`src/rtl/core/flat_json_object_tokenizer_core_macros.svh`:
```
// Assertion macros shared by the flat JSON object tokenizer core.
// No dependencies; included by the modules that carry assertions.
`ifndef FLAT_JSON_OBJECT_TOKENIZER_CORE_MACROS_SVH
`define FLAT_JSON_OBJECT_TOKENIZER_CORE_MACROS_SVH

// A condition that must hold at every clock edge outside reset.
`define FJOT_ASSERT_ALWAYS(label, clk, rst, cond, msg) \
   label: assert property (@(posedge clk) disable iff (rst) (cond)) \
      else $error(msg);

// A consequence that must hold in the same cycle as its trigger.
`define FJOT_ASSERT_SAME(label, clk, rst, ante, cons, msg) \
   label: assert property (@(posedge clk) disable iff (rst) (ante) |-> (cons)) \
      else $error(msg);

// A consequence that must hold in the cycle after its trigger.
`define FJOT_ASSERT_NEXT(label, clk, rst, ante, cons, msg) \
   label: assert property (@(posedge clk) disable iff (rst) (ante) |=> (cons)) \
      else $error(msg);

`endif

```
`src/rtl/core/fjot_pkg.sv`:
```
// Shared types and constants of the flat JSON object tokenizer core.
// No dependencies; compiled before every other file of the core.
package fjot_pkg;

   // Default signed integer range checked by the number parser.
   localparam int INT_WIDTH_DEF = 32;

   // Response group queue between the parser and the response serializer.
   localparam int QUEUE_DEPTH = 4;
   localparam int QPTR_W      = $clog2(QUEUE_DEPTH);
   localparam int QCNT_W      = $clog2(QUEUE_DEPTH + 1);

   typedef enum logic [2:0] {
      EV_KEY_BYTE = 3'd0,
      EV_STR_BYTE = 3'd1,
      EV_KEY_END  = 3'd2,
      EV_STR_END  = 3'd3,
      EV_INT      = 3'd4,
      EV_ACCEPT   = 3'd5,
      EV_REJECT   = 3'd6
   } event_type;

   // All responses caused by one request: one event code, one to three
   // bytes (only multi-byte UTF-8 uses more than one), and the integer.
   typedef struct packed {
      event_type       ev;
      logic [1:0]      cnt;
      logic [2:0][7:0] bytes;
      logic [31:0]     ival;
   } group_type;

endpackage

```
`src/rtl/core/fjot_if.sv`:
```
// Request and response channel interfaces of the flat JSON object tokenizer.
// No dependencies; a transfer happens when valid and ready are both high.
interface fjot_req_if;
   logic       valid;
   logic       ready;
   logic       cmd;
   logic [7:0] data_byte;

   modport source (output valid, output cmd, output data_byte, input ready);
   modport sink   (input valid, input cmd, input data_byte, output ready);
endinterface

interface fjot_rsp_if;
   logic               valid;
   logic               ready;
   logic [2:0]         event_res;
   logic [7:0]         byte_value;
   logic signed [31:0] int_value;
   logic               last;

   modport source (output valid, output event_res, output byte_value,
                   output int_value, output last, input ready);
   modport sink   (input valid, input event_res, input byte_value,
                   input int_value, input last, output ready);
endinterface

```
`src/rtl/core/fjot_front.sv`:
```
// Parser front end: accepts requests, tracks the JSON grammar and builds
// response groups. Depends on fjot_pkg, fjot_if.sv and the macros header.
`include "flat_json_object_tokenizer_core_macros.svh"

module fjot_front #(
   parameter int INT_WIDTH = fjot_pkg::INT_WIDTH_DEF
) (
   input  logic                clock,
   input  logic                reset,
   fjot_req_if.sink            req,
   input  logic                q_ready,
   output logic                push_valid,
   output fjot_pkg::group_type push_grp
);
   import fjot_pkg::*;

   localparam int CHK_W = INT_WIDTH + 4;
   localparam int EXT_W = (INT_WIDTH > 32) ? INT_WIDTH : 32;

   localparam logic [7:0] CH_LBRACE = 8'h7B;
   localparam logic [7:0] CH_RBRACE = 8'h7D;
   localparam logic [7:0] CH_QUOTE  = 8'h22;
   localparam logic [7:0] CH_BSLASH = 8'h5C;
   localparam logic [7:0] CH_SLASH  = 8'h2F;
   localparam logic [7:0] CH_COLON  = 8'h3A;
   localparam logic [7:0] CH_COMMA  = 8'h2C;
   localparam logic [7:0] CH_MINUS  = 8'h2D;
   localparam logic [7:0] CH_LOW_B  = 8'h62;
   localparam logic [7:0] CH_LOW_F  = 8'h66;
   localparam logic [7:0] CH_LOW_N  = 8'h6E;
   localparam logic [7:0] CH_LOW_R  = 8'h72;
   localparam logic [7:0] CH_LOW_T  = 8'h74;
   localparam logic [7:0] CH_LOW_U  = 8'h75;

   localparam logic [2:0] ESC_NONE  = 3'd0;
   localparam logic [2:0] ESC_SLASH = 3'd1;
   localparam logic [2:0] ESC_HEX0  = 3'd2;
   localparam logic [2:0] ESC_HEX3  = 3'd5;

   typedef enum logic [3:0] {
      PH_OPEN, PH_FIRST, PH_STRING, PH_COLON, PH_VALUE,
      PH_INT, PH_AFTER, PH_KEY, PH_DONE, PH_ERROR
   } phase_type;

   function automatic logic is_ws(input logic [7:0] b);
      return (b inside {8'h20, [8'h09:8'h0D]});
   endfunction

   function automatic logic is_digit(input logic [7:0] b);
      return (b inside {[8'h30:8'h39]});
   endfunction

   // Returns {valid, nibble}.
   function automatic logic [4:0] hex_decode(input logic [7:0] b);
      logic [4:0] r;
      r = '0;
      if (b inside {[8'h30:8'h39]}) begin
         r = {1'b1, b[3:0]};
      end else if ((b inside {[8'h61:8'h66]}) || (b inside {[8'h41:8'h46]})) begin
         r = {1'b1, b[3:0] + 4'd9};
      end
      return r;
   endfunction

   phase_type            phase_ff, phase_in;
   logic [2:0]           esc_ff, esc_in;
   logic [15:0]          cp_ff, cp_in;
   logic                 in_key_ff, in_key_in;
   logic [INT_WIDTH-1:0] mag_ff, mag_in;
   logic                 neg_ff, neg_in;
   logic                 digit_ff, digit_in;

   logic                 accept;
   logic [7:0]           b;
   logic [4:0]           hex_res;
   logic [15:0]          cp_new;
   event_type            byte_ev;
   logic [CHK_W-1:0]     mag_w, chk_sum, lim;
   logic                 overflow;
   logic [EXT_W-1:0]     mag_ext, int_ext;

   assign req.ready = q_ready;
   assign accept    = req.valid && q_ready;
   assign b         = req.data_byte;
   assign hex_res   = hex_decode(b);
   assign cp_new    = {cp_ff[11:0], hex_res[3:0]};
   assign byte_ev   = in_key_ff ? EV_KEY_BYTE : EV_STR_BYTE;

   // Range check: magnitude*10 + digit must not pass the signed limit.
   assign mag_w    = CHK_W'(mag_ff);
   assign chk_sum  = (mag_w << 3) + (mag_w << 1) + CHK_W'(b[3:0]);
   assign lim      = (CHK_W'(1) << (INT_WIDTH - 1)) - CHK_W'(!neg_ff);
   assign overflow = chk_sum > lim;

   assign mag_ext = EXT_W'(mag_ff);
   assign int_ext = neg_ff ? (~mag_ext + EXT_W'(1)) : mag_ext;

   always_comb begin
      phase_in   = phase_ff;
      esc_in     = esc_ff;
      cp_in      = cp_ff;
      in_key_in  = in_key_ff;
      mag_in     = mag_ff;
      neg_in     = neg_ff;
      digit_in   = digit_ff;
      push_valid = 1'b0;
      push_grp   = '0;
      if (accept) begin
         if (req.cmd) begin
            push_valid   = 1'b1;
            push_grp.ev  = (phase_ff == PH_DONE) ? EV_ACCEPT : EV_REJECT;
            push_grp.cnt = 2'd1;
            phase_in     = PH_OPEN;
            esc_in       = ESC_NONE;
            cp_in        = '0;
            in_key_in    = 1'b0;
            mag_in       = '0;
            neg_in       = 1'b0;
            digit_in     = 1'b0;
         end else begin
            case (phase_ff)
               PH_OPEN: begin
                  if (b == CH_LBRACE) phase_in = PH_FIRST;
                  else if (!is_ws(b)) phase_in = PH_ERROR;
               end
               PH_FIRST, PH_KEY: begin
                  if (b == CH_RBRACE && phase_ff == PH_FIRST) begin
                     phase_in = PH_DONE;
                  end else if (b == CH_QUOTE) begin
                     phase_in  = PH_STRING;
                     in_key_in = 1'b1;
                     esc_in    = ESC_NONE;
                     cp_in     = '0;
                  end else if (!is_ws(b)) begin
                     phase_in = PH_ERROR;
                  end
               end
               PH_STRING: begin
                  if (esc_ff == ESC_NONE) begin
                     if (b == CH_QUOTE) begin
                        push_valid   = 1'b1;
                        push_grp.ev  = in_key_ff ? EV_KEY_END : EV_STR_END;
                        push_grp.cnt = 2'd1;
                        phase_in     = in_key_ff ? PH_COLON : PH_AFTER;
                     end else if (b < 8'h20) begin
                        phase_in = PH_ERROR;
                     end else if (b == CH_BSLASH) begin
                        esc_in = ESC_SLASH;
                     end else begin
                        push_valid        = 1'b1;
                        push_grp.ev       = byte_ev;
                        push_grp.cnt      = 2'd1;
                        push_grp.bytes[0] = b;
                     end
                  end else if (esc_ff == ESC_SLASH) begin
                     esc_in            = ESC_NONE;
                     push_grp.ev       = byte_ev;
                     push_grp.cnt      = 2'd1;
                     push_valid        = 1'b1;
                     case (b)
                        CH_QUOTE, CH_BSLASH, CH_SLASH: push_grp.bytes[0] = b;
                        CH_LOW_B: push_grp.bytes[0] = 8'h08;
                        CH_LOW_F: push_grp.bytes[0] = 8'h0C;
                        CH_LOW_N: push_grp.bytes[0] = 8'h0A;
                        CH_LOW_R: push_grp.bytes[0] = 8'h0D;
                        CH_LOW_T: push_grp.bytes[0] = 8'h09;
                        CH_LOW_U: begin
                           push_valid = 1'b0;
                           esc_in     = ESC_HEX0;
                           cp_in      = '0;
                        end
                        default: begin
                           push_valid = 1'b0;
                           phase_in   = PH_ERROR;
                        end
                     endcase
                  end else begin
                     if (!hex_res[4]) begin
                        phase_in = PH_ERROR;
                     end else if (esc_ff != ESC_HEX3) begin
                        esc_in = esc_ff + 3'd1;
                        cp_in  = cp_new;
                     end else begin
                        esc_in      = ESC_NONE;
                        cp_in       = '0;
                        push_grp.ev = byte_ev;
                        if (cp_new >= 16'hD800 && cp_new <= 16'hDFFF) begin
                           phase_in = PH_ERROR;
                        end else if (cp_new <= 16'h007F) begin
                           push_valid        = 1'b1;
                           push_grp.cnt      = 2'd1;
                           push_grp.bytes[0] = cp_new[7:0];
                        end else if (cp_new <= 16'h07FF) begin
                           push_valid        = 1'b1;
                           push_grp.cnt      = 2'd2;
                           push_grp.bytes[0] = {3'b110, cp_new[10:6]};
                           push_grp.bytes[1] = {2'b10, cp_new[5:0]};
                        end else begin
                           push_valid        = 1'b1;
                           push_grp.cnt      = 2'd3;
                           push_grp.bytes[0] = {4'b1110, cp_new[15:12]};
                           push_grp.bytes[1] = {2'b10, cp_new[11:6]};
                           push_grp.bytes[2] = {2'b10, cp_new[5:0]};
                        end
                     end
                  end
               end
               PH_COLON: begin
                  if (b == CH_COLON) phase_in = PH_VALUE;
                  else if (!is_ws(b)) phase_in = PH_ERROR;
               end
               PH_VALUE: begin
                  if (b == CH_QUOTE) begin
                     phase_in  = PH_STRING;
                     in_key_in = 1'b0;
                     esc_in    = ESC_NONE;
                     cp_in     = '0;
                  end else if (b == CH_MINUS) begin
                     phase_in = PH_INT;
                     mag_in   = '0;
                     neg_in   = 1'b1;
                     digit_in = 1'b0;
                  end else if (is_digit(b)) begin
                     phase_in = PH_INT;
                     mag_in   = INT_WIDTH'(b[3:0]);
                     neg_in   = 1'b0;
                     digit_in = 1'b1;
                  end else if (!is_ws(b)) begin
                     phase_in = PH_ERROR;
                  end
               end
               PH_INT: begin
                  if (is_digit(b)) begin
                     if (overflow) begin
                        phase_in = PH_ERROR;
                     end else begin
                        mag_in   = chk_sum[INT_WIDTH-1:0];
                        digit_in = 1'b1;
                     end
                  end else if (!digit_ff) begin
                     phase_in = PH_ERROR;
                  end else begin
                     // The terminating byte reports the number, then is
                     // judged as the byte after a value.
                     push_valid    = 1'b1;
                     push_grp.ev   = EV_INT;
                     push_grp.cnt  = 2'd1;
                     push_grp.ival = int_ext[31:0];
                     if (is_ws(b)) phase_in = PH_AFTER;
                     else if (b == CH_RBRACE) phase_in = PH_DONE;
                     else if (b == CH_COMMA) phase_in = PH_KEY;
                     else phase_in = PH_ERROR;
                  end
               end
               PH_AFTER: begin
                  if (b == CH_RBRACE) phase_in = PH_DONE;
                  else if (b == CH_COMMA) phase_in = PH_KEY;
                  else if (!is_ws(b)) phase_in = PH_ERROR;
               end
               PH_DONE: begin
                  if (!is_ws(b)) phase_in = PH_ERROR;
               end
               PH_ERROR: begin
                  phase_in = PH_ERROR;
               end
               default: begin
                  phase_in = PH_ERROR;
               end
            endcase
         end
      end
   end

   always_ff @(posedge clock) begin
      if (reset) begin
         phase_ff  <= PH_OPEN;
         esc_ff    <= ESC_NONE;
         cp_ff     <= '0;
         in_key_ff <= 1'b0;
         mag_ff    <= '0;
         neg_ff    <= 1'b0;
         digit_ff  <= 1'b0;
      end else begin
         phase_ff  <= phase_in;
         esc_ff    <= esc_in;
         cp_ff     <= cp_in;
         in_key_ff <= in_key_in;
         mag_ff    <= mag_in;
         neg_ff    <= neg_in;
         digit_ff  <= digit_in;
      end
   end

   `FJOT_ASSERT_SAME(a_push_needs_accept, clock, reset, push_valid, accept, "group pushed without an accepted request")
   `FJOT_ASSERT_SAME(a_error_silent, clock, reset, (phase_ff == PH_ERROR) && accept && !req.cmd, !push_valid, "response produced in the error state")
   `FJOT_ASSERT_NEXT(a_end_restarts, clock, reset, accept && req.cmd, (phase_ff == PH_OPEN) && (esc_ff == ESC_NONE), "end of body did not restart the parser")

endmodule

```
`src/rtl/core/fjot_queue.sv`:
```
// Short queue of response groups between the parser and the serializer.
// Depends on fjot_pkg and the macros header.
`include "flat_json_object_tokenizer_core_macros.svh"

module fjot_queue (
   input  logic                clock,
   input  logic                reset,
   input  logic                push,
   input  fjot_pkg::group_type push_grp,
   output logic                ready,
   input  logic                pop,
   output logic                head_valid,
   output fjot_pkg::group_type head_grp
);
   import fjot_pkg::*;

   group_type         mem_ff [QUEUE_DEPTH];
   logic [QPTR_W-1:0] wr_ptr_ff, wr_ptr_in;
   logic [QPTR_W-1:0] rd_ptr_ff, rd_ptr_in;
   logic [QCNT_W-1:0] count_ff, count_in;

   assign ready      = count_ff != QCNT_W'(QUEUE_DEPTH);
   assign head_valid = count_ff != '0;
   assign head_grp   = mem_ff[rd_ptr_ff];

   always_comb begin
      wr_ptr_in = wr_ptr_ff;
      rd_ptr_in = rd_ptr_ff;
      count_in  = count_ff;
      if (push) begin
         wr_ptr_in = (wr_ptr_ff == QPTR_W'(QUEUE_DEPTH - 1)) ? '0 :
                     wr_ptr_ff + QPTR_W'(1);
      end
      if (pop) begin
         rd_ptr_in = (rd_ptr_ff == QPTR_W'(QUEUE_DEPTH - 1)) ? '0 :
                     rd_ptr_ff + QPTR_W'(1);
      end
      if (push && !pop) count_in = count_ff + QCNT_W'(1);
      else if (pop && !push) count_in = count_ff - QCNT_W'(1);
   end

   always_ff @(posedge clock) begin
      if (push) mem_ff[wr_ptr_ff] <= push_grp;
   end

   always_ff @(posedge clock) begin
      if (reset) begin
         wr_ptr_ff <= '0;
         rd_ptr_ff <= '0;
         count_ff  <= '0;
      end else begin
         wr_ptr_ff <= wr_ptr_in;
         rd_ptr_ff <= rd_ptr_in;
         count_ff  <= count_in;
      end
   end

   `FJOT_ASSERT_SAME(a_no_push_full, clock, reset, push, ready,
                     "group pushed into a full queue")
   `FJOT_ASSERT_SAME(a_no_pop_empty, clock, reset, pop, head_valid,
                     "group popped from an empty queue")
   `FJOT_ASSERT_SAME(a_empty_ptrs, clock, reset, count_ff == '0, rd_ptr_ff == wr_ptr_ff,
                     "empty queue with unequal pointers")

endmodule

```
`src/rtl/core/fjot_back.sv`:
```
// Response serializer: sends the responses of the head group one per cycle
// while ready is high. Depends on fjot_pkg and fjot_if.sv.
module fjot_back (
   input  logic                clock,
   input  logic                reset,
   input  logic                head_valid,
   input  fjot_pkg::group_type head_grp,
   output logic                pop,
   fjot_rsp_if.source          rsp
);
   import fjot_pkg::*;

   logic [1:0] idx_ff, idx_in;
   logic       final_one;
   logic       take;

   assign final_one = idx_ff == (head_grp.cnt - 2'd1);
   assign take      = head_valid && rsp.ready;
   assign pop       = take && final_one;

   assign rsp.valid      = head_valid;
   assign rsp.event_res  = head_grp.ev;
   assign rsp.int_value  = head_grp.ival;
   assign rsp.last       = final_one;
   assign rsp.byte_value = (idx_ff == 2'd0) ? head_grp.bytes[0] :
                           (idx_ff == 2'd1) ? head_grp.bytes[1] : head_grp.bytes[2];

   always_comb begin
      idx_in = idx_ff;
      if (take) idx_in = final_one ? 2'd0 : idx_ff + 2'd1;
   end

   always_ff @(posedge clock) begin
      if (reset) begin
         idx_ff <= 2'd0;
      end else begin
         idx_ff <= idx_in;
      end
   end

endmodule

```
`src/rtl/core/flat_json_object_tokenizer_core.sv`:
```
// Top level of the flat JSON object tokenizer core.
// Depends on fjot_pkg, fjot_if.sv, fjot_front, fjot_queue and fjot_back.
//
// This core checks that a request stream of body bytes forms one flat JSON
// object whose values are strings or signed decimal integers, and streams out
// decoded key bytes, string bytes, key and string end marks, integers, and a
// final accept or reject answer for each end-of-body request. A request is
// accepted in the cycle it is offered whenever the response group queue has
// room, so the core takes one request per cycle as long as each request
// yields at most one response and no response stalls. A request that decodes
// a \u escape into two or three UTF-8 bytes yields that many responses, and
// the response port, which moves one response per cycle unless stalled, then
// sets the pace; the four-entry group queue absorbs such bursts so the request
// side keeps flowing. The queue registers each group, so no response appears
// in the cycle its request is accepted. After an error, body bytes produce
// nothing until the next end-of-body request, which answers reject and
// restarts the parser. INT_WIDTH sets the signed range that integers must
// fit; the reported value is always the low 32 bits of two's complement.
module flat_json_object_tokenizer_core #(
   parameter int INT_WIDTH = fjot_pkg::INT_WIDTH_DEF
) (
   input  logic       clock,
   input  logic       reset,
   fjot_req_if.sink   req_chan,
   fjot_rsp_if.source rsp_chan
);
   import fjot_pkg::*;

   // Parser output: one group per request that produces any response.
   logic      push_valid;
   group_type push_grp;
   logic      q_ready;

   // Queue head toward the serializer.
   logic      head_valid;
   group_type head_grp;
   logic      pop;

   // The front end owns the grammar state and accepts requests while the
   // queue has room.
   fjot_front #(
      .INT_WIDTH (INT_WIDTH)
   ) u_front (
      .clock      (clock),
      .reset      (reset),
      .req        (req_chan),
      .q_ready    (q_ready),
      .push_valid (push_valid),
      .push_grp   (push_grp)
   );

   // The queue holds whole response groups so the two sides stall apart.
   fjot_queue u_queue (
      .clock      (clock),
      .reset      (reset),
      .push       (push_valid),
      .push_grp   (push_grp),
      .ready      (q_ready),
      .pop        (pop),
      .head_valid (head_valid),
      .head_grp   (head_grp)
   );

   // The back end sends each group's responses in order and flags the last.
   fjot_back u_back (
      .clock      (clock),
      .reset      (reset),
      .head_valid (head_valid),
      .head_grp   (head_grp),
      .pop        (pop),
      .rsp        (rsp_chan)
   );

endmodule

```
`src/flat_wrapper.sv`:
```
// flat-port wrapper written by rule: the top's interface ports become plain ports
module flat_json_object_tokenizer_core_flat import fjot_pkg::*;
#(
   parameter int INT_WIDTH = fjot_pkg::INT_WIDTH_DEF
)
  (clock, reset, req_chan_valid, req_chan_cmd, req_chan_data_byte, req_chan_ready, rsp_chan_valid, rsp_chan_event_res, rsp_chan_byte_value, rsp_chan_int_value, rsp_chan_last, rsp_chan_ready);
  fjot_req_if req_chan_i ();
  fjot_rsp_if rsp_chan_i ();
  input  logic clock;
  input  logic reset;
  input wire logic [$bits(req_chan_i.valid)-1:0] req_chan_valid;
  input wire logic [$bits(req_chan_i.cmd)-1:0] req_chan_cmd;
  input wire logic [$bits(req_chan_i.data_byte)-1:0] req_chan_data_byte;
  output wire logic [$bits(req_chan_i.ready)-1:0] req_chan_ready;
  output wire logic [$bits(rsp_chan_i.valid)-1:0] rsp_chan_valid;
  output wire logic [$bits(rsp_chan_i.event_res)-1:0] rsp_chan_event_res;
  output wire logic [$bits(rsp_chan_i.byte_value)-1:0] rsp_chan_byte_value;
  output wire logic [$bits(rsp_chan_i.int_value)-1:0] rsp_chan_int_value;
  output wire logic [$bits(rsp_chan_i.last)-1:0] rsp_chan_last;
  input wire logic [$bits(rsp_chan_i.ready)-1:0] rsp_chan_ready;
  assign req_chan_i.valid = req_chan_valid;
  assign req_chan_i.cmd = req_chan_cmd;
  assign req_chan_i.data_byte = req_chan_data_byte;
  assign req_chan_ready = req_chan_i.ready;
  assign rsp_chan_valid = rsp_chan_i.valid;
  assign rsp_chan_event_res = rsp_chan_i.event_res;
  assign rsp_chan_byte_value = rsp_chan_i.byte_value;
  assign rsp_chan_int_value = rsp_chan_i.int_value;
  assign rsp_chan_last = rsp_chan_i.last;
  assign rsp_chan_i.ready = rsp_chan_ready;
  flat_json_object_tokenizer_core #(.INT_WIDTH(INT_WIDTH)) u_core (.clock(clock), .reset(reset), .req_chan(req_chan_i), .rsp_chan(rsp_chan_i));
endmodule
```
`config.mk`:
```
export PLATFORM = sky130hd
export DESIGN_NAME = flat_json_object_tokenizer_core_flat
export DESIGN_NICKNAME = d
export VERILOG_FILES = /design/src/rtl/core/fjot_pkg.sv /design/src/rtl/core/fjot_if.sv /design/src/rtl/core/fjot_front.sv /design/src/rtl/core/fjot_queue.sv /design/src/rtl/core/fjot_back.sv /design/src/rtl/core/flat_json_object_tokenizer_core.sv /design/src/flat_wrapper.sv
export VERILOG_INCLUDE_DIRS = /design/src /design/src/rtl/core
export SDC_FILE = /design/constraint.sdc
export NUM_CORES = 1
export LEC_CHECK = 0
export BUFFER_PORTS_ARGS = -buffer_cell sky130_fd_sc_hd__buf_2
export CAP_MARGIN = 20
export CORE_MARGIN = 5
export CORE_UTILIZATION = 57
export DETAILED_ROUTE_END_ITERATION = 7
export PLACE_DENSITY_LB_ADDON = 0.1
export SYNTH_ARGS = -nofsm -noshare
export SYNTH_HDL_FRONTEND = slang
export SYNTH_HIERARCHICAL = 1
export SYNTH_SLANG_ARGS = --single-unit
```
`constraint.sdc`:
```
create_clock -name clock -period 6 [get_ports clock]
set_input_delay 1.2 -clock clock [delete_from_list [all_inputs] [get_ports clock]]
set_output_delay 1.2 -clock clock [all_outputs]
set_load 0.02 [all_outputs]
```
# Yosys cells after proc, flatten, opt, wreduce, memory -nomap -nowiden
# Memory sizes are Yosys's and may differ from the RTL's. A register that Yosys moved wholly into a read port is not among the register bits.
# Cells that the tools add are included.
# Widths: inputs -> output; s select.
[word_totals]
reg_bits = 67
ram_bits = 244
inputBits = 13
out_inout_bits = 46
mem_count = 1
[mem_list]
columns = ["memory", "words", "word_bits", "rd", "rd_clocked_by_memory_dff", "wr", "line", "text"]
rows = [
  ["u_core.u_queue.mem_ff", 4, 61, 1, 1, 1, "fjot_queue.sv:17", "group_type mem_ff [QUEUE_DEPTH];"],
]
[op_classes]
addsub = 12
n_lt_le_gt_ge = 14
n_eq_ne = 50
muxes = 135
bitwise_logic = 1
reduce_logical = 36
[ops]
columns = ["op", "n"]
rows = [
  ["$mux 32", 10],
  ["$mux 16", 11],
  ["$mux 4", 27],
  ["$eq 8x7->1 const B", 9],
  ["$mux 8", 9],
  ["$pmux 32 s2", 1],
  ["$mux 61", 1],
  ["$mux 56", 1],
  ["$mux 27", 2],
  ["$eq 8x6->1 const B", 6],
  ["$mux 3", 16],
  ["$pmux 16 s3", 1],
  ["$pmux 8 s6", 1],
  ["$add 35x33->36", 1],
  ["$add 36x4->36", 1],
  ["$gt 36x36->1", 1],
  ["$mux 1", 33],
  ["$sub 32x1->33 const A", 1],
  ["$add 32x1->32 const B", 1],
  ["$not 32->32", 1],
  ["$pmux 4 s8", 1],
  ["$ne 3x3->1 const B", 9],
  ["$mux 26", 1],
  ["$mux 5", 5],
  ["other kinds (52)", 98],
]

# Longest topological paths before layout
# Gate-level depths: netlist of the first run.
[logic_depth]
ltp_word = 19
mapped_depth = 23
depth_no_buf = 21

# By module
# Netlist of the first run, hierarchy kept.
[by_module_without_submodules]
columns = ["mod", "n_inst", "cells_each", "area_per_inst_um2", "seq_area_each_um2"]
rows = [
  ["fjot_queue", 1, 364, 9311.4, 7507.2],
  ["fjot_front", 1, 979, 7139.3, 1081.0],
  ["fjot_back", 1, 80, 600.6, 40.0],
]

# Worst setup path after synthesis of the first run
# No wires, ideal clock.
[synth_path]
kind = "input to register"
startpoint = "input req_chan_data_byte[3]"
endpoint = "register u_core.u_front.mag_ff[0] (netlist: u_core/u_front/mag_ext[0])"
setup_time_ps = 121
arrival_ps = 5811
required_time_ps = 5879
slack_ps = 68
path_stages = 20
path_cell_list = "fa_1 fa_1 a211oi_1 o211ai_1 a21oi_1 o21bai_1 a21oi_1 o21ai_0 a31oi_1 xnor2_1 ha_1 nand4_1 or3_1 nor4_1 a221o_1 o32ai_1 or2_1 nor4_4 o21bai_2 mux2_2"
[synth_between]
elab_chain_cells = 5
elab_cells_between_ends = 16
[synth_lines]
columns = ["item", "line", "text"]
rows = [
  ["start: declaration", "flat_wrapper.sv:13", "input wire logic [$bits(req_chan_i.data_byte)-1:0] req_chan_data_byte;"],
  ["branches (longest 5 deep; another with $add 36x4->36)", "-", ""],
  ["end signal: assignment", "fjot_front.sv:288", "mag_ff <= mag_in;"],
  ["end: declaration", "fjot_front.sv:69", "logic [INT_WIDTH-1:0] mag_ff, mag_in;"],
]
# Several ways; the timed one is not identified. The select of a mux whose other input is x is not followed.
# A chain may end at the register's enable or synchronous reset.

# Worst setup path in the final report of the first run
[layout_path]
startpoint = "input req_chan_data_byte[3]"
endpoint = "register u_core.u_front.mag_ff[14] (netlist: u_core/u_front/mag_ext[14])"
[layout_between]
elab_chain_cells = 5
elab_cells_between_ends = 18
[layout_lines]
columns = ["item"]
rows = [
  ["branches (longest 5 deep; another with $add 36x4->36)"],
]
# Several ways; the timed one is not identified. The select of a mux whose other input is x is not followed.

==> reports/metrics.sh, run 1 <==
OUTCOME='finished clean'
CTSHTREEMAXLEVEL=2
DETAILEDROUTE.FIRSTITERATIONVIOLATIONS=856
FINAL_UTIL_PCT=64.2
NUMBER_OF_BUFFERS_INSERTED_BY_PORT_BUFFERING=58
TOTAL_LEAKAGE_POWER_nW=7.00
FINAL_NET_COUNT=1614
DIE_HEIGHT_UM=183
INITIAL_UTILIZATION_PCT=57.7
AVGROUTEDWIREPERCELL_UM=20.6
DRC=0
CORE_UM2=29600
X_DIMENSION_OF_THE_DIE_UM=183
CLOCK_TREE.ROOT_CELL='clkbuf_16'
PLACE_AREA_UM2=17800
POSTROUTEWIRELENGTH_UM=39200
GRT_PASS1_VIAS=11581
FIN_SETUP_TNS_PS=0
DR_TOTAL_VIAS=11659
DRIVE_GT1_SHARE_PCT=18.7
LEFTOVER_OVERFLOW_AT_THE_END_OF_GLOBAL_ROUTING=0
POST-ROUTE-PERIOD-UTIL_PCT=94.7
DRT_FIRST_PASS_ITERS=7
TOP_LEVEL_PORTS=59
SLEW-LIMIT-HEADROOM_PCT=29.1
CLOCK_TREE.BUFFER_DEPTH=3
CLOCK_SINKS=309
AREA.GROWTH.SYNTH_TO_FINAL_PCT=11.2
NUM_ROWS=63
YOSYS_REGISTER_BITS=309
PLACED_CELLS_INCL_TAPS=1842
WORST_EP_REQUIRED_TIME_PS=6410
FINALHOLDVIOLCOUNT=0
GRT_FIRST_PASS_WIRELENGTH_UM=63300
GRT_MAX_DEGREE=62
FINAL-SETUP-VIOL-COUNT=0
TIMING_WORST_SLEW_PIN_VALUE_PS=1060
CAP_VIOLATIONS=0
ANTENNA-DIODE-COUNT=0
SYNTHESIS.AREA_UM2=17100
FINALINSTANCEAREA_UM2=19000
MAX-VDD-IR-DROP_uV=178
CP-END-KIND='register'
YS_DOMINANT_REG_CELL='edfxtp_1'
POST_SYNTH_INST_COUNT=1423
WORSTPATHMAXFANOUT=27
DIE_AREA_UM2=33500
POWER.DENSITY_CELL_AREA_nW_PER_UM2=266
CLOCK_SKEW_PS=10.9
GLOBALPLACE.CONGESTION=0.912
NUMBER_OF_FLOPS_MAPPED_TO_ENABLE_CELLS_BY_YOSYS=244
GLOBALROUTETOTALUTIL_PCT=23.6
SYNTH_CELL_TYPES=84
ARRIVAL_WORST_ENDPOINT_PS=6090
TRITONCTS='done'
FINAL_MAX_SLEW_VIOL_COUNT=0
FINALWORSTPATHREQUIREDPERIOD_PS=5680
POST_DP_HPWL_UM=27100
POSTROUTEANTENNANETS=0
CTS_MADE_BUFFERS=34
PATH_CLASS='input pin to register'
TIMING.FMAX_MHz=176
VIAS_PER_CELL=6.12
CLOCK_INSERTION_DELAY_WORST_SKEW_PS=520
CTS_HOLD_REPAIR.BUFFERS=0
MIN-DELAY-PATH-CLASS='register to register'
PATH_CLK_SLEW_PS=60
YOSYS_WARNINGS=6
SYNTH.AVG_CELL_AREA_UM2=12.0
YS_SEQ_AREA_SHARE_PCT=50.6
ANTENNA_FOUND_INITIAL=0
FINALNONFILLERCELLS=1904
SYNTH_ASYNC_SR_FLOP_SHARE_PCT=0
STARTPOINT_TYPE='input pin'
## routing by layer
layer / vias to the layer above / GRT usage (%) / wire length, µm
met5: - / 0 / 0
met4: 0 / 6.59 / 1010
met3: 71 / 3.17 / 1900
met2: 329 / 41.0 / 19800
met1: 5745 / 31.4 / 16500
li1: 5514 / - / -
## registers in the layout (all words and copies together) (netlist names), named ones only
signal and flops:
u_core/u_front/phase_ff 4, u_core/u_front/esc_ff 3, u_core/u_queue/count_ff 3, u_core/u_back/idx_ff 2, u_core/u_queue/wr_ptr_ff 2, u_core/u_front/neg_ff 1
u_core/u_front/digit_ff 1, u_core/u_front/in_key_ff 1, u_core/u_front/cp_ff 12, u_core/u_queue/rd_ptr_ff 2, u_core/u_front/mag_ext 32, u_core/u_queue/mem_ff 244
## cell usage in the layout (no fill, tap or decap), types with 6 or more instances in the layout
cell type,count
and3_1,9
nor2b_1,15
nand3_1,27
ha_1,109
a22o_1,27
xnor2_1,29
xor2_1,30
o21a_1,11
o21ai_0,73
mux2i_1,19
clkbuf_16,34
o31ai_1,7
nand2b_1,17
clkinv_2,6
buf_12,6
a21o_1,12
a31oi_1,12
mux2_2,7
or3_1,12
mux4_2,60
inv_1,35
a211oi_1,14
nor4_1,9
nand2_1,119
o211ai_1,12
and2_1,9
edfxtp_1,244
nand4_1,16
o21ai_1,7
nor3_1,19
buf_2,58
dfxtp_1,62
a21oi_1,92
buf_4,60
nor2_1,114
## stage by stage
stage                     power (mW)  hold WS (ps)  setup slack (ps)
final                           5.04           491               317
after global routing            5.24           524             -25.1
after CTS                       5.08           494              87.8
after detailed placement        3.00           485              -458
after global placement          2.99           471              -400
after floorplan                 2.88           453              67.9
## final timing paths
path,from,end,slack [ps],depth (start not counted)
max,req_chan_data_byte[3],u_core/u_front/mag_ext[14],320,24
min,u_core/u_front/cp_ff[9],u_core/u_front/cp_ff[9],490,2
max reg2reg,u_core/u_front/mag_ext[9],u_core/u_front/mag_ext[14],400,23
min reg2reg,u_core/u_front/cp_ff[9],u_core/u_front/cp_ff[9],490,2
## worst max-delay path: stages
cell and delay, ps:
buf_2 120, fa_1 530, ha_1 330, a21oi_2 140, nor2_1 80, o2111ai_2 250, nand2_1 140, o21a_1 250
buf_4 150, a41oi_1 230, xnor2_1 190, ha_1 300, a21oi_1 140, o21ai_0 150, a2111oi_2 350, buf_4 170
and4b_1 190, o32ai_1 100, or2_1 270, nor4_4 190, buf_4 170, nor2_2 40, buf_12 170, a22o_1 250
## power by group
group          total (mW)  switching, mW  internal, mW
Sequential           2.40         0.0396          2.36
Combinational       0.553          0.326         0.227
Clock                2.08          0.853          1.23
Total                5.04           1.22          3.82
## Yosys cell counts (29+ instances only)
cell / instances / area share, %
dfxtp_1: 65 / 7.6
edfxtp_1: 244 / 43
xnor2_1: 29 / 1.5
a21oi_1: 94 / 2.8
buf_4: 39 / 1.7
clkbuf_1: 29 / 0.64
nand2_1: 119 / 2.6
mux4_2: 60 / 7.9
xor2_1: 30 / 1.5
o21ai_0: 74 / 2.2
ha_1: 109 / 8.0
nor2_1: 114 / 2.5
inv_1: 35 / 0.77
## cell type report
type / instances / area [µm²]
Timing Repair Buffer: 125 / 888
Sequential cell: 309 / 8630
Multi-Input combinational cell: 983 / 7690
Clock inverter: 19 / 221
Fill cell: 2306 / 10600
Clock buffer: 42 / 911
Inverter: 36 / 135
Tap cell: 390 / 488
## timing repair
action / in CTS / in global routing
endpoints found under the setup margin: 0 / 37
resized for setup: 0 / 11
setup buffers: 0 / 0
## logic make-up after synthesis
kind of cell | share of synthesized area [%]
XOR/XNOR | 3.13
AO/OA/AOI/OAI | 12.4
flip-flops | 50.6
AND/OR/NAND/NOR | 11.2
buffers and inverters | 4.63
adder cells (fa/ha/maj) | 8.35
multiplexers | 9.74
other | 0.0220
(Power assumes the default switching activity.)
==> run 2, diff against run 1 <==
- CORE_MARGIN: 5 -> 8
- HOLD_SLACK_MARGIN: unset -> 0.02
==> run 2 against run 1 <==
  * Sequential cell count is the same
  * Count of clock-buffer cells in the layout fell by 1
  * Sequential share of layout area fell by 0.11 points
  * Cell count up 0.32%
  * Register-to-register slack gained 190 ps
  * Highest routed layer unchanged
  * Largest power group unchanged
  * Non-clock buffer count is 4 higher
  * Die area is 6.7% higher
==> reports/metrics.sh, run 2 (synthesis gave the netlist of run 1 again) <==
MAX-VDD-IR-DROP_uV=170  # -4.4%
CTSHTREEMAXLEVEL=2  # unchanged
LAYOUT.CELLS.MOST_COMMON='edfxtp_1'
CPMOSTUSEDCELL='buf_4'
CLOCK_SINKS=309  # unchanged
FINAL-SETUP-VIOL-COUNT=0  # unchanged
TOP_LEVEL_PORTS=59  # unchanged
POST_DP_HPWL_UM=28500  # +5.0%
TIMING.HOLD.WS_PS=492  # +0.869 ps
FINAL_UTIL_PCT=64.3  # +0.15 points
GRTUSAGEMET1_PCT=28.9  # -2.5 points
DRIVE_GT1_SHARE_PCT=18.8  # +0.14 points
TIMING_WORST_SLEW_PIN_VALUE_PS=1040  # -15.2 ps
SWITCHING_SHARE_PCT=24.6  # +0.39 points
DIE_AREA_UM2=35700  # +6.7%
VIAS_PER_CELL=6.08  # -0.67%
RSZ_0062_RAISED_AFTER_GLOBAL_ROUTING='false'
NUMBER_OF_BUFFERS_INSERTED_BY_PORT_BUFFERING=58  # unchanged
CORE_UM2=29600  # unchanged
CLKPWRFRAC_PCT=41.2  # -0.2 points
CELL_BY_CELL_TRACE_OF_THE_CRITICAL_PATH='buf_2 -> fa_2 -> fa_1 -> a211oi_2 -> o211ai_1 -> a21oi_2 -> o21bai_1 -> a21oi_2 -> o21ai_0 -> buf_4 -> xor2_1 -> ha_1 -> a21oi_1 -> o21ai_0 -> a2111oi_1 -> buf_4 -> and4b_1 -> o32ai_1 -> or2_1 -> nor4_4 -> buf_4 -> nor2_2 -> buf_12 -> a22o_1'
CLOCK_SKEW_PS=20.6  # +9.75 ps
FINAL_MAX_SLEW_VIOL_COUNT=0  # unchanged
DRT_FIRST_PASS_ITERS=5  # -2
POWER_REPORT.INTERNAL_TOTAL_mW=3.79  # -0.72%
LARGEST_REGISTER_BY_FLOP_COUNT='u_core/u_queue/mem_ff'
TIMING.FMAX_MHz=174  # -0.93%
FINALWORSTPATHREQUIREDPERIOD_PS=5740  # +53.3 ps
SLEW-LIMIT-HEADROOM_PCT=30.1  # +1.0 points
ARRIVAL_WORST_ENDPOINT_PS=6150  # +60 ps
DIE_HEIGHT_UM=189  # +3.3%
SWITCHING_POWER_mW=1.24  # +1.4%
TOTAL_LEAKAGE_POWER_nW=7.01  # +0.14%
SETUP_BUFFERS_AFTER_CTS=0  # unchanged
WORSTPATHMAXFANOUT=27  # unchanged
POWER.DENSITY_CELL_AREA_nW_PER_UM2=264  # -0.44%
LARGEST_REGISTER_FFS=244  # unchanged
CAP_VIOLATIONS=0  # unchanged
FINAL_NET_COUNT=1618  # +0.25%
CLOCK_TREE.ROOT_CELL='clkbuf_16'
PATH_CLASS='input pin to register'
WORST_EP_REQUIRED_TIME_PS=6410  # about the same
FIN_SETUP_TNS_PS=0  # unchanged
WORST_CASE_SETUP_MARGIN_IN_THE_FINAL_LAYOUT_PS=264  # -53.3 ps
MIN_TO='u_core/u_front/cp_ff[8]'
DETAILEDROUTE.FIRSTITERATIONVIOLATIONS=880  # +2.8%
CLOCK_TREE.BUFFER_DEPTH=3  # unchanged
STARTPOINT_TYPE='input pin'
GROUTE.LAYER.MET2.USAGE_PCT=38.7  # -2.3 points
X_DIMENSION_OF_THE_DIE_UM=189  # +3.3%
GRT_FIRST_PASS_WIRELENGTH_UM=63400  # about the same
REG2REGPATHDEPTH=24  # +4.3%
COMB_POWER_SHARE_PCT=10.9  # about the same
OUTCOME='finished clean'
AREA.GROWTH.SYNTH_TO_FINAL_PCT=11.5
AVGROUTEDWIREPERCELL_UM=20.9  # +1.4%
LEFTOVER_OVERFLOW_AT_THE_END_OF_GLOBAL_ROUTING=0  # unchanged
CP-END-KIND='register'
GLOBALROUTETOTALUTIL_PCT=22.1  # -1.5 points
POST-ROUTE-PERIOD-UTIL_PCT=95.6  # +0.89 points
TRITONCTS='done'
PATH_CLK_SLEW_PS=60  # about the same
INITIAL_UTILIZATION_PCT=57.7  # unchanged
NUM_ROWS=63  # unchanged
TIMING.RR.END='u_core/u_front/mag_ext[20]'
GR-USAGE-MET3_PCT=2.56  # -0.62 points
GRT.BUSIEST_LAYER='met2'
DRC=0  # unchanged
GRT_PASS1_VIAS=11325  # -2.2%
LAYOUT.CELLS.MOST_COMMON_LIST='edfxtp_1 (244), nand2_1 (118), nor2_1 (114)'
ANTENNA_FOUND_INITIAL=0  # unchanged
CTS_MADE_BUFFERS=34  # unchanged
POSTROUTEANTENNANETS=0  # unchanged
GRT_MAX_DEGREE=51  # -18%
DR_TOTAL_VIAS=11617  # -0.36%
GLOBALPLACE.CONGESTION=0.911  # about the same
CPMAXSTAGEDELAYCELL='fa_2'
FINALHOLDVIOLCOUNT=0  # unchanged
DETAILEDPLACE.WORSTSLACK_PS=-415  # +43.2 ps
HOLD-PATH-CELL-COUNT=2  # unchanged
SEQUENTIALPOWERSHARE_PCT=47.9  # +0.3 points
POSTROUTEWIRELENGTH_UM=39900  # +1.8%
MIN-DELAY-START='u_core/u_front/cp_ff[8]'
WORST_PATH_LARGEST_CELL_DELAY_PS=470  # -60 ps
R2R_SLACK_PS=590  # +190 ps
CLOCK_INSERTION_DELAY_WORST_SKEW_PS=520  # about the same
MIN-DELAY-PATH-CLASS='register to register'
WORST_R2R_STARTPOINT='u_core/u_front/mag_ext[9]'
[run 2: repair_timing]
action	in CTS	in global routing
gates resized for setup	0	11
hold buffers	0	0
endpoints found under the setup margin	0	36
[run 2: routing by layer]
layer | wire, µm | part of all wire (%)
met1 | 17300 | 43
met3 | 1520 | 3.8
met5 | 0 | 0
met4 | 865 | 2.2
met2 | 20300 | 51
[run 2: per-stage QoR]
| step | instance area (µm²) | total power, mW | cells |
|---|---|---|---|
| finish | 19000 | 5.03 | 1910 |
| floorplan | 17100 | 2.88 | 1424 |
| global route | 19000 | 5.21 | 1909 |
| CTS | 19000 | 5.08 | 1909 |
| global placement | 17800 | 3.00 | 1847 |
| detailed placement | 17800 | 3.01 | 1847 |
[run 2: power by group through the flow]
| stage | combinational (mW) | sequential (mW) | clock (mW) |
|---|---|---|---|
| final | 0.547 | 2.41 | 2.07 |
| after global routing | 0.592 | 2.42 | 2.19 |
| after CTS | 0.552 | 2.41 | 2.12 |
| after detailed placement | 0.550 | 2.46 | 0 |
| after global placement | 0.548 | 2.45 | 0 |
| after floorplan | 0.458 | 2.42 | 0 |
[run 2: cell type report]
class	instances	area, µm²
Antenna cell	1	2.50
Tap cell	390	488
Sequential cell	309	8630
Inverter	36	135
Multi-Input combinational cell	983	7690
Clock buffer	41	877
Clock inverter	21	235
Timing Repair Buffer	129	948
Fill cell	2326	10600
[run 2: worst max-delay path by stage]
stage	from	end	slack [ps]	depth (start not counted)
after floorplan	req_chan_data_byte[3]	u_core/u_front/mag_ext[0]	70	20
after global placement	req_chan_data_byte[3]	u_core/u_front/mag_ext[19]	-400	24
after detailed placement	req_chan_data_byte[3]	u_core/u_front/mag_ext[9]	-410	24
after CTS	req_chan_data_byte[3]	u_core/u_front/mag_ext[20]	120	24
after global routing	req_chan_data_byte[3]	u_core/u_front/mag_ext[20]	40	24
final	req_chan_data_byte[3]	u_core/u_front/mag_ext[20]	260	24
[run 2: worst max-delay path: cells and delay by family]
kind	cells	cell delay [ps]
XOR/XNOR	1	150
buffers and inverters	5	800
AND/OR/NAND/NOR	4	750
AO/OA/AOI/OAI	11	2080
adder cells (fa/ha/maj)	3	1140
==> run 3, diff against run 2 <==
- PLACE_DENSITY: unset -> 0.85
- PLACE_DENSITY_LB_ADDON: 0.1 -> unset
- SLEW_MARGIN: unset -> 20
==> run 3 against run 2 <==
  * Sequential share of layout area is 0.69 points higher
  * Sequential power about the same
  * Via count grew 1.4%
  * Hold slack improved by 6.7 ps
  * Total power shrank 5.2%
  * Critical path depth shrank 1
  * Routed wire length fell by 0.39%
  * Maximum frequency up 0.19%
  * Global-route usage is essentially flat
  * First-iteration DRC count rose by 9.7%
  * Critical endpoint is now u_core/u_front/mag_ext[17]
==> reports/metrics.sh, run 3 (synthesis gave the netlist of run 1 again) <==
POSTROUTEWIRELENGTH_UM=39700  # -0.39%
VIAS_PER_CELL=6.21  # +2.2%
FINALWORSTPATHREQUIREDPERIOD_PS=5730  # -10.7 ps
DRIVE_GT1_SHARE_PCT=17.6  # -1.3 points
POSTROUTEANTENNANETS=0  # unchanged
DRT_FIRST_PASS_ITERS=5  # unchanged
DETAILEDROUTE.FIRSTITERATIONVIOLATIONS=965  # +9.7%
FILL_CELLS=2205  # -5.2%
WORST_R2R_STARTPOINT='u_core/u_front/mag_ext[9]'
CAP_VIOLATIONS=0  # unchanged
LAYOUT.CELLS.MOST_COMMON='edfxtp_1'
SLEW-LIMIT-HEADROOM_PCT=33.5  # +3.4 points
AVGROUTEDWIREPERCELL_UM=21.0  # +0.35%
WORST_EP_REQUIRED_TIME_PS=6450  # +40 ps
ANTENNA_FOUND_INITIAL=1  # +1
LARGEST_REGISTER_BY_FLOP_COUNT='u_core/u_queue/mem_ff'
AREA.GROWTH.SYNTH_TO_FINAL_PCT=9.81
CLOCK_SKEW_PS=22.9  # +2.29 ps
FINAL_UTIL_PCT=63.3  # -0.97 points
PATH_CLASS='input pin to register'
TIMING.HOLD.WS_PS=499  # +6.72 ps
MAX-VDD-IR-DROP_uV=261  # +53%
MIN-DELAY-PATH-CLASS='register to register'
GLOBALPLACE.CONGESTION=0.929  # +1.9%
PLACED_CELLS_INCL_TAPS=1838  # -0.49%
CP-END-KIND='register'
LEFTOVER_OVERFLOW_AT_THE_END_OF_GLOBAL_ROUTING=0  # unchanged
CTS_HOLD_REPAIR.BUFFERS=0  # unchanged
ARRIVAL_WORST_ENDPOINT_PS=6180  # +30 ps
TRITONCTS='done'
GRT_PASS1_VIAS=11819  # +4.4%
NUMBER_OF_BUFFERS_INSERTED_BY_PORT_BUFFERING=58  # unchanged
DIE_HEIGHT_UM=189  # unchanged
LAYOUT.CELLS.MOST_COMMON_LIST='edfxtp_1 (244), nand2_1 (119), nor2_1 (114)'
DRC=0  # unchanged
CLOCK_TREE.ROOT_CELL='clkbuf_16'
PATH_CLK_SLEW_PS=60  # about the same
MIN-DELAY-START='u_core/u_front/cp_ff[0]'
GRT_FIRST_PASS_WIRELENGTH_UM=63800  # +0.73%
FINALNONFILLERCELLS=1896  # -0.73%
TOTAL_LEAKAGE_POWER_nW=6.87  # -2.0%
SETUP.WORST_PATH.START='req_chan_data_byte[3]'
FINAL_NET_COUNT=1605  # -0.80%
POWER.DENSITY_CELL_AREA_nW_PER_UM2=254  # -3.8%
CLOCK_INSERTION_DELAY_WORST_SKEW_PS=580  # +60 ps
GRT_MAX_DEGREE=62  # +22%
CTS_MADE_BUFFERS=30  # -12%
FINAL-SETUP-VIOL-COUNT=0  # unchanged
TOP_LEVEL_PORTS=59  # unchanged
STARTPOINT_TYPE='input pin'
CORE_UM2=29600  # unchanged
POST_DP_HPWL_UM=27800  # -2.4%
CLOCK_SINKS=309  # unchanged
TIMING_WORST_SLEW_PIN_VALUE_PS=990  # -50.8 ps
CLOCK_TREE.BUFFER_DEPTH=3  # unchanged
DETAILEDPLACE.WORSTSLACK_PS=-429  # -14.1 ps
FINALHOLDVIOLCOUNT=0  # unchanged
LARGEST_REGISTER_FFS=244  # unchanged
CTSHTREEMAXLEVEL=1  # -1
RSZ_0062_RAISED_AFTER_GLOBAL_ROUTING='false'
DR_TOTAL_VIAS=11780  # +1.4%
FINAL_MAX_SLEW_VIOL_COUNT=0  # unchanged
TIMING.FMAX_MHz=175  # +0.19%
OUTCOME='finished clean'
GLOBALROUTETOTALUTIL_PCT=22.1  # about the same
INITIAL_UTILIZATION_PCT=57.7  # unchanged
WORST_CASE_SETUP_MARGIN_IN_THE_FINAL_LAYOUT_PS=275  # +10.7 ps
NUM_ROWS=63  # unchanged
WORSTPATHMAXFANOUT=27  # unchanged
POST-ROUTE-PERIOD-UTIL_PCT=95.4  # -0.18 points
DIE_AREA_UM2=35700  # unchanged
X_DIMENSION_OF_THE_DIE_UM=189  # unchanged
[run 3: area by class of cell]
class / instances / area [µm²] / share of cell area (%)
Multi-Input combinational cell: 983 / 7670 / 41.0
Tap cell: 390 / 488 / 2.61
Inverter: 36 / 135 / 0.722
Timing Repair Buffer: 120 / 831 / 4.44
Antenna cell: 2 / 5.00 / 0.0267
Sequential cell: 309 / 8630 / 46.1
Clock inverter: 19 / 174 / 0.929
Clock buffer: 37 / 787 / 4.20
[run 3: worst max-delay path, cell delays in order]
cell      delay, ps
buf_2           130
fa_2            500
fa_1            480
a211oi_2        230
o211ai_1        160
a21oi_1         220
o21bai_1        110
a21oi_2         200
o21ai_1         140
a31oi_1         220
xnor2_1         110
ha_1            290
nand4_1         100
or3_1           430
nor4_1          250
a221o_1         190
o32ai_1          80
or2_1           260
nor4_4          250
buf_4           160
nor2_2           40
buf_12          170
a22o_1          250
[run 3: per-stage QoR]
stage	TNS [ps]	total power, mW	area [µm²]
5_1_grt	0	4.93	18700
3_3_place_gp	-13720	2.98	17700
4_1_cts	0	4.80	18700
3_5_place_dp	-13820	3.00	17700
6_report	0	4.76	18700
2_1_floorplan	0	2.88	17100
[run 3: final timing paths]
kind / to / slack (ps) / cells past startpoint
max: u_core/u_front/mag_ext[17] / 270 / 23
min: u_core/u_front/cp_ff[0] / 500 / 2
max reg2reg: u_core/u_front/mag_ext[17] / 430 / 23
min reg2reg: u_core/u_front/cp_ff[0] / 500 / 2
[run 3: where the power goes]
| part | switching (mW) | internal (mW) |
|---|---|---|
| combinational | 0.312 | 0.221 |
| sequential | 0.0527 | 2.36 |
| clock | 0.795 | 1.02 |
[run 3: repair_timing]
| item | CTS | global route |
|---|---|---|
| resized for setup | 0 | 8 |
| hold endpoints to repair | 0 | 0 |
| endpoints found under the setup margin | 0 | 36 |
| buffers inserted | 0 | 0 |
[run 3: metal layers]
layer	share of wire [%]	routed length (µm)	track usage (%)	up-vias
met3	5.5	2200	2.92	88
met5	0	0	0	-
met1	40	16000	27.7	5785
met4	3.2	1280	7.70	0
met2	51	20300	38.9	403
li1	-	-	-	5504
